`src/sv/eira_pkg.sv`:
```
// shared constants, codes and state type of the event interval running average
// no dependencies; every other file refers to this package by scoped names
`timescale 1ns / 1ps

package eira_pkg;

   // fixed-point format and field widths
   localparam int FRAC_BITS  = 8;
   localparam int TS_W       = 32;
   localparam int AVG_W      = 40;
   localparam int MEAS_W     = 8;
   localparam int EVT_W      = 16;
   localparam int CSR_IDX_W  = 2;
   localparam int CSR_DATA_W = 16;

   // datapath widths of the update step
   localparam int CNT_W   = MEAS_W;
   localparam int PROD_W  = CNT_W + AVG_W;
   localparam int SHIFT_W = TS_W + FRAC_BITS;
   localparam int NUM_W   = ((SHIFT_W > PROD_W) ? SHIFT_W : PROD_W) + 1;
   localparam int DEN_W   = CNT_W + 1;
   localparam int STEP_W  = $clog2(NUM_W);

   // register reset values
   localparam logic [MEAS_W-1:0] MEAS_RESET = MEAS_W'(8);
   localparam logic [EVT_W-1:0]  EVT_RESET  = EVT_W'(16);

   // request opcodes
   localparam logic OP_START = 1'b0;
   localparam logic OP_EVENT = 1'b1;

   // register indexes
   typedef enum logic [CSR_IDX_W-1:0] {
      CSR_MEASUREMENTS = 2'd0,
      CSR_EVENTS       = 2'd1
   } csr_index_type;

   // sequencer states
   typedef enum logic [2:0] {
      ST_IDLE,
      ST_COUNT,
      ST_MAC,
      ST_DIVIDE,
      ST_FINISH
   } state_type;

endpackage

```
`src/sv/eira_req_if.sv`:
```
// request channel: valid/ready handshake with op and timestamp
// depends on eira_pkg for field widths
`timescale 1ns / 1ps

interface eira_req_if;
   logic                         valid;
   logic                         ready;
   logic                         op;
   logic [eira_pkg::TS_W-1:0]    timestamp_ms;

   modport source (output valid, output op, output timestamp_ms, input ready);
   modport sink   (input valid, input op, input timestamp_ms, output ready);
endinterface

```
`src/sv/eira_rsp_if.sv`:
```
// response channel: valid/ready handshake with average, valid flag and report
// depends on eira_pkg for field widths
`timescale 1ns / 1ps

interface eira_rsp_if;
   logic                         valid;
   logic                         ready;
   logic [eira_pkg::AVG_W-1:0]   published_average;
   logic                         average_valid;
   logic                         report;

   modport source (output valid, output published_average, output average_valid,
                   output report, input ready);
   modport sink   (input valid, input published_average, input average_valid,
                   input report, output ready);
endinterface

```
`src/sv/eira_divider.sv`:
```
// restoring divider, one quotient bit per cycle, narrow divisor
// depends on eira_pkg for numerator and divisor widths
`timescale 1ns / 1ps

module eira_divider (
   input  logic                          clock,
   input  logic                          reset,
   input  logic                          start,
   input  logic [eira_pkg::NUM_W-1:0]    numerator,
   input  logic [eira_pkg::DEN_W-1:0]    denominator,
   output logic                          done,
   output logic [eira_pkg::NUM_W-1:0]    quotient
);

   logic                          busy_ff, busy_in;
   logic                          done_ff, done_in;
   logic [eira_pkg::STEP_W-1:0]   step_ff, step_in;
   logic [eira_pkg::NUM_W-1:0]    quot_ff, quot_in;
   logic [eira_pkg::DEN_W-1:0]    rem_ff, rem_in;
   logic [eira_pkg::DEN_W-1:0]    den_ff, den_in;
   logic [eira_pkg::DEN_W:0]      trial;
   logic [eira_pkg::DEN_W:0]      diff;
   logic                          fits;

   // trial subtract of the shifted remainder
   assign trial = {rem_ff, quot_ff[eira_pkg::NUM_W-1]};
   assign diff  = trial - {1'b0, den_ff};
   assign fits  = (trial >= {1'b0, den_ff});

   // step sequencing and datapath next values
   always_comb begin
      busy_in = busy_ff;
      done_in = 1'b0;
      step_in = step_ff;
      quot_in = quot_ff;
      rem_in  = rem_ff;
      den_in  = den_ff;
      if (start) begin
         busy_in = 1'b1;
         step_in = '0;
         quot_in = numerator;
         rem_in  = '0;
         den_in  = denominator;
      end else if (busy_ff) begin
         quot_in = {quot_ff[eira_pkg::NUM_W-2:0], fits};
         rem_in  = fits ? diff[eira_pkg::DEN_W-1:0] : trial[eira_pkg::DEN_W-1:0];
         step_in = step_ff + eira_pkg::STEP_W'(1);
         if (step_ff == eira_pkg::STEP_W'(eira_pkg::NUM_W - 1)) begin
            busy_in = 1'b0;
            done_in = 1'b1;
         end
      end
   end

   // control registers
   always_ff @(posedge clock) begin
      if (reset) begin
         busy_ff <= 1'b0;
         done_ff <= 1'b0;
         step_ff <= '0;
      end else begin
         busy_ff <= busy_in;
         done_ff <= done_in;
         step_ff <= step_in;
      end
   end

   // datapath registers
   always_ff @(posedge clock) begin
      quot_ff <= quot_in;
      rem_ff  <= rem_in;
      den_ff  <= den_in;
   end

   assign done     = done_ff;
   assign quotient = quot_ff;

endmodule

```
`src/sv/event_interval_running_average.sv`:
```
// top level: sequencer, averaging state, register port and response register
// depends on eira_pkg, eira_req_if, eira_rsp_if and eira_divider
`timescale 1ns / 1ps

// Measures the time between a start mark (op 0) and each event (op 1), or
// between successive events, and keeps a cumulative moving average of those
// intervals in unsigned Q32.8 milliseconds. Every request gives one response.
// An event passes through the sequencer states COUNT, which steps the
// measurement count, MAC, the count-times-average multiply and add, DIVIDE,
// the one-bit-a-cycle divider over the 49-bit numerator, and FINISH, which
// commits and loads the response, then returns to idle, where the next
// request is accepted. A start mark goes from idle straight to FINISH.
// A finished response waits in its own register, so the next request is
// accepted while it is still unclaimed; the commit of that next request
// waits until the register is free. Register writes are expected only while
// the block is idle, and each write to a mapped register index clears the
// counters, the valid flag and the published average.
module event_interval_running_average (
   input  logic                               clock,
   input  logic                               reset,
   eira_req_if.sink                           req_ch,
   eira_rsp_if.source                         rsp_ch,
   input  logic                               csr_write_enable,
   input  logic [eira_pkg::CSR_IDX_W-1:0]     csr_index,
   input  logic [eira_pkg::CSR_DATA_W-1:0]    csr_write_data
);

   eira_pkg::state_type                state_ff, state_in;

   // configuration registers
   logic [eira_pkg::MEAS_W-1:0]        cfg_meas_ff;
   logic [eira_pkg::EVT_W-1:0]         cfg_events_ff;

   // averaging state
   logic [eira_pkg::TS_W-1:0]          prev_time_ff;
   logic [eira_pkg::AVG_W-1:0]         run_avg_ff;
   logic [eira_pkg::AVG_W-1:0]         held_avg_ff;
   logic [eira_pkg::CNT_W-1:0]         meas_count_ff;
   logic [eira_pkg::EVT_W-1:0]         event_count_ff;
   logic                               filled_ff;

   // captured request
   logic                               op_ff;
   logic [eira_pkg::TS_W-1:0]          stamp_ff;
   logic [eira_pkg::TS_W-1:0]          interval_ff;

   // response register
   logic                               rsp_valid_ff;
   logic [eira_pkg::AVG_W-1:0]         rsp_avg_ff;
   logic                               rsp_filled_ff;
   logic                               rsp_report_ff;

   // sequencer outputs
   logic                               req_ready;
   logic                               div_start;
   logic                               commit;

   logic                               req_accept;
   logic                               slot_free;
   logic                               cfg_clear;
   logic [eira_pkg::CNT_W-1:0]         window;
   logic [eira_pkg::PROD_W-1:0]        product;
   logic [eira_pkg::NUM_W-1:0]         numerator;
   logic [eira_pkg::DEN_W-1:0]         denominator;
   logic                               div_done;
   logic [eira_pkg::NUM_W-1:0]         quotient;
   logic [eira_pkg::AVG_W-1:0]         avg_sat;
   logic                               is_event;
   logic                               report_hit;
   logic [eira_pkg::AVG_W-1:0]         held_next;

   assign req_accept = req_ch.valid && req_ready;
   assign slot_free  = !rsp_valid_ff || rsp_ch.ready;
   assign is_event   = (op_ff == eira_pkg::OP_EVENT);

   // register write decode
   always_comb begin
      cfg_clear = 1'b0;
      if (csr_write_enable) begin
         unique case (csr_index)
            eira_pkg::CSR_MEASUREMENTS: cfg_clear = 1'b1;
            eira_pkg::CSR_EVENTS:       cfg_clear = 1'b1;
            default:                    cfg_clear = 1'b0;
         endcase
      end
   end

   always_ff @(posedge clock) begin
      if (reset) begin
         cfg_meas_ff   <= eira_pkg::MEAS_RESET;
         cfg_events_ff <= eira_pkg::EVT_RESET;
      end else if (csr_write_enable) begin
         unique case (csr_index)
            eira_pkg::CSR_MEASUREMENTS:
               cfg_meas_ff <= csr_write_data[eira_pkg::MEAS_W-1:0];
            eira_pkg::CSR_EVENTS:
               cfg_events_ff <= csr_write_data[eira_pkg::EVT_W-1:0];
            default: ;
         endcase
      end
   end

   // next state
   always_comb begin
      state_in = state_ff;
      unique case (state_ff)
         eira_pkg::ST_IDLE:
            if (req_ch.valid) begin
               state_in = (req_ch.op == eira_pkg::OP_EVENT) ? eira_pkg::ST_COUNT
                                                            : eira_pkg::ST_FINISH;
            end
         eira_pkg::ST_COUNT:  state_in = eira_pkg::ST_MAC;
         eira_pkg::ST_MAC:    state_in = eira_pkg::ST_DIVIDE;
         eira_pkg::ST_DIVIDE: if (div_done) state_in = eira_pkg::ST_FINISH;
         eira_pkg::ST_FINISH: if (slot_free) state_in = eira_pkg::ST_IDLE;
         default:             state_in = eira_pkg::ST_IDLE;
      endcase
   end

   // sequencer outputs
   always_comb begin
      req_ready = 1'b0;
      div_start = 1'b0;
      commit    = 1'b0;
      unique case (state_ff)
         eira_pkg::ST_IDLE:   req_ready = 1'b1;
         eira_pkg::ST_MAC:    div_start = 1'b1;
         eira_pkg::ST_FINISH: commit    = slot_free;
         default: ;
      endcase
   end

   always_ff @(posedge clock) begin
      if (reset) begin
         state_ff <= eira_pkg::ST_IDLE;
      end else begin
         state_ff <= state_in;
      end
   end

   // request capture, interval taken against the last recorded time
   always_ff @(posedge clock) begin
      if (req_accept) begin
         op_ff       <= req_ch.op;
         stamp_ff    <= req_ch.timestamp_ms;
         interval_ff <= req_ch.timestamp_ms - prev_time_ff;
      end
   end

   // effective window: measurement setting clamped to the event setting
   assign window = (eira_pkg::EVT_W'(cfg_meas_ff) < cfg_events_ff) ? cfg_meas_ff
                 : cfg_events_ff[eira_pkg::CNT_W-1:0];

   // numerator: scaled interval plus count times running average
   assign product     = meas_count_ff * run_avg_ff;
   assign numerator   = (eira_pkg::NUM_W'(interval_ff) << eira_pkg::FRAC_BITS)
                      + eira_pkg::NUM_W'(product);
   assign denominator = eira_pkg::DEN_W'(meas_count_ff) + eira_pkg::DEN_W'(1);

   eira_divider u_divider (
      .clock       (clock),
      .reset       (reset),
      .start       (div_start),
      .numerator   (numerator),
      .denominator (denominator),
      .done        (div_done),
      .quotient    (quotient)
   );

   // saturate the new average to its field
   assign avg_sat = (|quotient[eira_pkg::NUM_W-1:eira_pkg::AVG_W]) ? '1
                  : quotient[eira_pkg::AVG_W-1:0];

   assign report_hit = is_event && (event_count_ff >= cfg_events_ff);
   assign held_next  = (is_event && filled_ff) ? avg_sat : held_avg_ff;

   // averaging state: count steps early, the rest commits with the response
   always_ff @(posedge clock) begin
      if (reset) begin
         prev_time_ff   <= '0;
         run_avg_ff     <= '0;
         held_avg_ff    <= '0;
         meas_count_ff  <= '0;
         event_count_ff <= '0;
         filled_ff      <= 1'b0;
      end else if (cfg_clear) begin
         held_avg_ff    <= '0;
         meas_count_ff  <= '0;
         event_count_ff <= '0;
         filled_ff      <= 1'b0;
      end else begin
         if (state_ff == eira_pkg::ST_COUNT && !filled_ff) begin
            if (meas_count_ff >= window) begin
               meas_count_ff <= window;
               filled_ff     <= 1'b1;
            end else begin
               meas_count_ff <= meas_count_ff + eira_pkg::CNT_W'(1);
            end
         end
         if (commit) begin
            prev_time_ff <= stamp_ff;
            held_avg_ff  <= held_next;
            if (is_event) begin
               run_avg_ff     <= avg_sat;
               event_count_ff <= report_hit ? '0
                               : event_count_ff + eira_pkg::EVT_W'(1);
            end
         end
      end
   end

   // response register
   always_ff @(posedge clock) begin
      if (reset) begin
         rsp_valid_ff <= 1'b0;
      end else if (commit) begin
         rsp_valid_ff <= 1'b1;
      end else if (rsp_ch.ready) begin
         rsp_valid_ff <= 1'b0;
      end
   end

   always_ff @(posedge clock) begin
      if (commit) begin
         rsp_avg_ff    <= held_next;
         rsp_filled_ff <= filled_ff;
         rsp_report_ff <= report_hit;
      end
   end

   assign req_ch.ready             = req_ready;
   assign rsp_ch.valid             = rsp_valid_ff;
   assign rsp_ch.published_average = rsp_avg_ff;
   assign rsp_ch.average_valid     = rsp_filled_ff;
   assign rsp_ch.report            = rsp_report_ff;

endmodule

```
`src/flat_wrapper.sv`:
```
// flat-port wrapper written by rule: the top's interface ports become plain ports
module event_interval_running_average_flat 
  (clock, reset, csr_write_enable, csr_index, csr_write_data, req_ch_valid, req_ch_op, req_ch_timestamp_ms, req_ch_ready, rsp_ch_valid, rsp_ch_published_average, rsp_ch_average_valid, rsp_ch_report, rsp_ch_ready);
  eira_req_if req_ch_i ();
  eira_rsp_if rsp_ch_i ();
  input  logic clock;
  input  logic reset;
  input  logic csr_write_enable;
  input  logic [eira_pkg::CSR_IDX_W-1:0] csr_index;
  input  logic [eira_pkg::CSR_DATA_W-1:0] csr_write_data;
  input wire logic [$bits(req_ch_i.valid)-1:0] req_ch_valid;
  input wire logic [$bits(req_ch_i.op)-1:0] req_ch_op;
  input wire logic [$bits(req_ch_i.timestamp_ms)-1:0] req_ch_timestamp_ms;
  output wire logic [$bits(req_ch_i.ready)-1:0] req_ch_ready;
  output wire logic [$bits(rsp_ch_i.valid)-1:0] rsp_ch_valid;
  output wire logic [$bits(rsp_ch_i.published_average)-1:0] rsp_ch_published_average;
  output wire logic [$bits(rsp_ch_i.average_valid)-1:0] rsp_ch_average_valid;
  output wire logic [$bits(rsp_ch_i.report)-1:0] rsp_ch_report;
  input wire logic [$bits(rsp_ch_i.ready)-1:0] rsp_ch_ready;
  assign req_ch_i.valid = req_ch_valid;
  assign req_ch_i.op = req_ch_op;
  assign req_ch_i.timestamp_ms = req_ch_timestamp_ms;
  assign req_ch_ready = req_ch_i.ready;
  assign rsp_ch_valid = rsp_ch_i.valid;
  assign rsp_ch_published_average = rsp_ch_i.published_average;
  assign rsp_ch_average_valid = rsp_ch_i.average_valid;
  assign rsp_ch_report = rsp_ch_i.report;
  assign rsp_ch_i.ready = rsp_ch_ready;
  event_interval_running_average u_core (.clock(clock), .reset(reset), .req_ch(req_ch_i), .rsp_ch(rsp_ch_i), .csr_write_enable(csr_write_enable), .csr_index(csr_index), .csr_write_data(csr_write_data));
endmodule
```
`config.mk`:
```
export PLATFORM = sky130hd
export DESIGN_NAME = event_interval_running_average_flat
export DESIGN_NICKNAME = d
export VERILOG_FILES = /design/src/sv/eira_pkg.sv /design/src/sv/eira_req_if.sv /design/src/sv/eira_rsp_if.sv /design/src/sv/eira_divider.sv /design/src/sv/event_interval_running_average.sv /design/src/flat_wrapper.sv
export SDC_FILE = /design/constraint.sdc
export NUM_CORES = 1
export LEC_CHECK = 0
export BUFFER_PORTS_ARGS = -buffer_cell sky130_fd_sc_hd__buf_2
export CAP_MARGIN = 20
export CORE_ASPECT_RATIO = 1.4
export CORE_MARGIN = 8
export CORE_UTILIZATION = 30
export CTS_CLUSTER_DIAMETER = 150
export DETAILED_ROUTE_END_ITERATION = 8
export SLEW_MARGIN = 20
export SYNTH_ARGS = -nofsm -noshare
export SYNTH_HDL_FRONTEND = slang
export SYNTH_SLANG_ARGS = --single-unit
```
`constraint.sdc`:
```
create_clock -name clock -period 5.3 [get_ports clock]
set_clock_uncertainty 0.1 [all_clocks]
set_input_delay 1.06 -clock clock [delete_from_list [all_inputs] [get_ports clock]]
set_output_delay 1.06 -clock clock [all_outputs]
set_load 0.005 [all_outputs]
```
==> run_results.csv <==
group,metric,value,unit
clock_tree,htreeDepth,2,
floorplan,die_y,369,um
route,drc,0,
pwr,peakVddDrop,0.176,mV
synthesis,synthDistinctLibCells,66,
global_route,grt_start_max_net_pins,73,
sta,worst_slew_pin_slew,1.02,ns
layout,fin_nets,3608,
floorplan,die_x,268,um
critical_path,worstPathRequired,5.52,ns
layout,finalNonFillerCells,4350,
synthesis,yosysSeqAreaShare,0.322,
layout,fill_cells,8966,
floorplan,core_area,0.0883,mm2
clock_tree,worstSkewPairLatency,0.57,ns
sta,setup_viol,0,
synthesis,ys.warnings.count,0,
run,drv_cap,0,
sta,slew_headroom,0.318,
route,wire_per_inst,16.7,um
layout,utilization,0.364,
global_route,grt_usage,0.145,
synthesis,synth-seq-cells,347,
critical_path,startpoint_type,"flop",
synthesis,synth_nets,3403,
global_route,grt_antenna_before_repair,0,
layout,area_growth,20.5,%
route,drt_wl_total,72600,um
clock_tree,cts_buffers,40,
critical_path,cp.arrival,5.48,ns
route,drt_iter0_drc,1096,
global_route,gr-total-overflow,0,
synthesis,yosys.area.top_type,"fa_1",
synthesis,avgSynthCellArea,9.09,um2
sta,hold_violations,0,
placement,port_buffers,99,
sta,final_max_slew_viol_count,0,
run_status,outcome,"complete, no violations",
synthesis,syn_inst,2934,
critical_path,crit_fanout,8,
route,drt_pass1_iterations,5,
critical_path,cp-end-kind,"flop",
layout,diodes,0,
route,ant_nets,0,
sta,period_needed,5.27,ns
clock_tree,holdBufCountCts,0,
floorplan,die_area,0.0988,mm2
synthesis,ys_top_cells_by_area,"fa_1 20%, edfxtp_1 19%, dfxtp_1 14%",
placement,dp_cells,4252,
hold_path,hold_class,"flop to flop",
layout,layout-drive-gt1-share,0.154,
floorplan,io_pins,100,
clock_tree,cts_sinks,347,
placement,gp_congestion,0.896,
clock_tree,cts.path.max_buffers,3,
synthesis,synthesis.area,0.0267,mm2
global_route,grt_pass1_vias,21061,
route,route.vias.total,20597,
layout,mostFrequentLayoutCells,"403 x inv_1, 395 x nand2_1, 263 x fa_1, 224 x and2_1, 209 x nor2_1",
layout,register_area,0.00863,mm2
sta,max_clock_freq,190,MHz
synthesis,synth-async-reset-ratio,0,
placement,dpl.hpwl,54600,um
clock_tree,cts_tree,"yes",
pwr,p_leak,14.0,nW
layout,multi_input_area,0.0167,mm2
floorplan,fp-row-count,129,
layout,final_common_cell,"inv_1",
clock_tree,cts.clk_slew.worst_paths,0.07,ns
pwr,power_density,246,mW/mm2
sta,grt_setup_unrepaired,"true",
synthesis,synth_top_flop_cell,"dfxtp_1",
route,viasPerCell,4.73,
critical_path,path_class,"flop to flop",
synthesis,synth_edf_count,165,
clock_tree,cts-root-buf,"clkbuf_16",
global_route,grt_pass1_wl,115000,um
sta,period_share,0.994,
synthesis,synth_top_cell_area_share,0.197,
floorplan,start_util,0.302,
==> logic make-up (layout without fill, tap and decap cells) <==
logic type | after synthesis | count (layout) | synth area share
xor+xnor | 99 | 99 | 0.0325
fa+ha+maj | 413 | 413 | 0.268
mux | 20 | 20 | 0.00751
buf+inv | 543 | 780 | 0.0766
simple gates | 1002 | 1002 | 0.176
flops | 347 | 347 | 0.322
compound gates | 510 | 510 | 0.117
==> synthesized netlist by cell type, drive strengths merged, types with 18 or more instances <==
cell type,number
ha,150
mux2i,20
o21ai,94
nor3,18
fa,263
edfxtp,165
nand4,23
dfxtp,182
a21o,43
xnor2,56
a21oi,225
inv,409
clkbuf,131
a211oi,51
nand2,401
xor2,43
nor2,212
and2,232
nand3,43
==> state kept, by name, summed over array words and instances (netlist names) <==
signal                           count
u_core.u_divider.quotient           49
u_core.held_avg_ff                  40
u_core.rsp_ch.published_average     40
u_core.run_avg_ff                   40
u_core.interval_ff                  32
u_core.prev_time_ff                 32
u_core.stamp_ff                     32
u_core.cfg_events_ff                16
u_core.event_count_ff               16
u_core.u_divider.den_ff              9
u_core.u_divider.rem_ff              9
u_core.cfg_meas_ff                   8
u_core.meas_count_ff                 8
u_core.u_divider.step_ff             6
u_core.state_ff                      3
u_core.filled_ff                     1
u_core.is_event                      1
u_core.rsp_ch.average_valid          1
u_core.rsp_ch.report                 1
u_core.rsp_ch.valid                  1
u_core.u_divider.busy_ff             1
u_core.u_divider.done                1
==> cell type report <==
class                   count  area share
inverters                 409      0.0478
clock buffers              52      0.0345
clock inverters            22     0.00654
well taps                1179      0.0459
multi-input cells        2044       0.519
repair buffers            297      0.0772
flip-flops and latches    347       0.269
==> metal layers <==
metal,track usage,share of wire,wire (um),vias up
li1,-,-,-,9904
met4,0.0559,0.042,3060,0
met3,0.0163,0.036,2640,140
met5,0,0,0,-
met2,0.266,0.52,37800,393
met1,0.171,0.40,29100,10160
==> power breakdown <==
part / leakage (nW) / internal, mW / switching, mW
clock network: 0.638 / 1.63 / 1.20
registers: 3.05 / 3.11 / 0.153
logic: 10.3 / 0.721 / 1.08
total: 14.0 / 5.46 / 2.43
==> metrics by stage <==
stage               setup WS, ns  power (mW)  TNS (ns)  hold slack (ns)  instance area, um2
finish                    0.0341        7.89         0            0.354               32100
global route              -0.167        8.34     -1.12            0.368               32100
CTS                      -0.0426        7.96   -0.0438            0.356               31500
detailed placement        -0.231        5.05     -2.86            0.347               29800
global placement          -0.176        5.03     -1.37            0.341               29800
floorplan               -0.00215        4.42  -0.00215            0.336               26700
==> worst max-delay path: stages, from the launching register on <==
cell      delay (ns)
dfxtp_4         0.41
buf_12          0.15
and2_1          0.16
fa_1            0.48
fa_1            0.51
fa_1            0.52
inv_1           0.06
fa_1            0.54
inv_1           0.07
ha_4            0.27
and4_4          0.22
and3_4          0.19
nand4b_1        0.21
o21ai_4         0.31
a21oi_4         0.10
o41ai_4         0.28
buf_4           0.20
a311o_1         0.17
nand3_1         0.06
==> repair_timing <==
item / CTS / global route
gates cloned: 2 / 3
gates resized for setup: 58 / 105
setup buffers: 5 / 15
endpoints found under the setup margin: 26 / 30
pin swaps: 25 / 78
==> final timing paths <==
| check | from | endpoint | slack, ns | cells past startpoint |
|---|---|---|---|---|
| worst min-delay path | u_core.prev_time_ff[12] | u_core.prev_time_ff[12] | 0.35 | 2 |
| worst max-delay path | u_core.meas_count_ff[5] | u_core.u_divider.quotient[42] | 0.03 | 18 |
| worst min register to register | u_core.prev_time_ff[12] | u_core.prev_time_ff[12] | 0.35 | 2 |
| worst max register to register | u_core.meas_count_ff[5] | u_core.u_divider.quotient[42] | 0.03 | 18 |
Power figures use the tool's default switching activity.
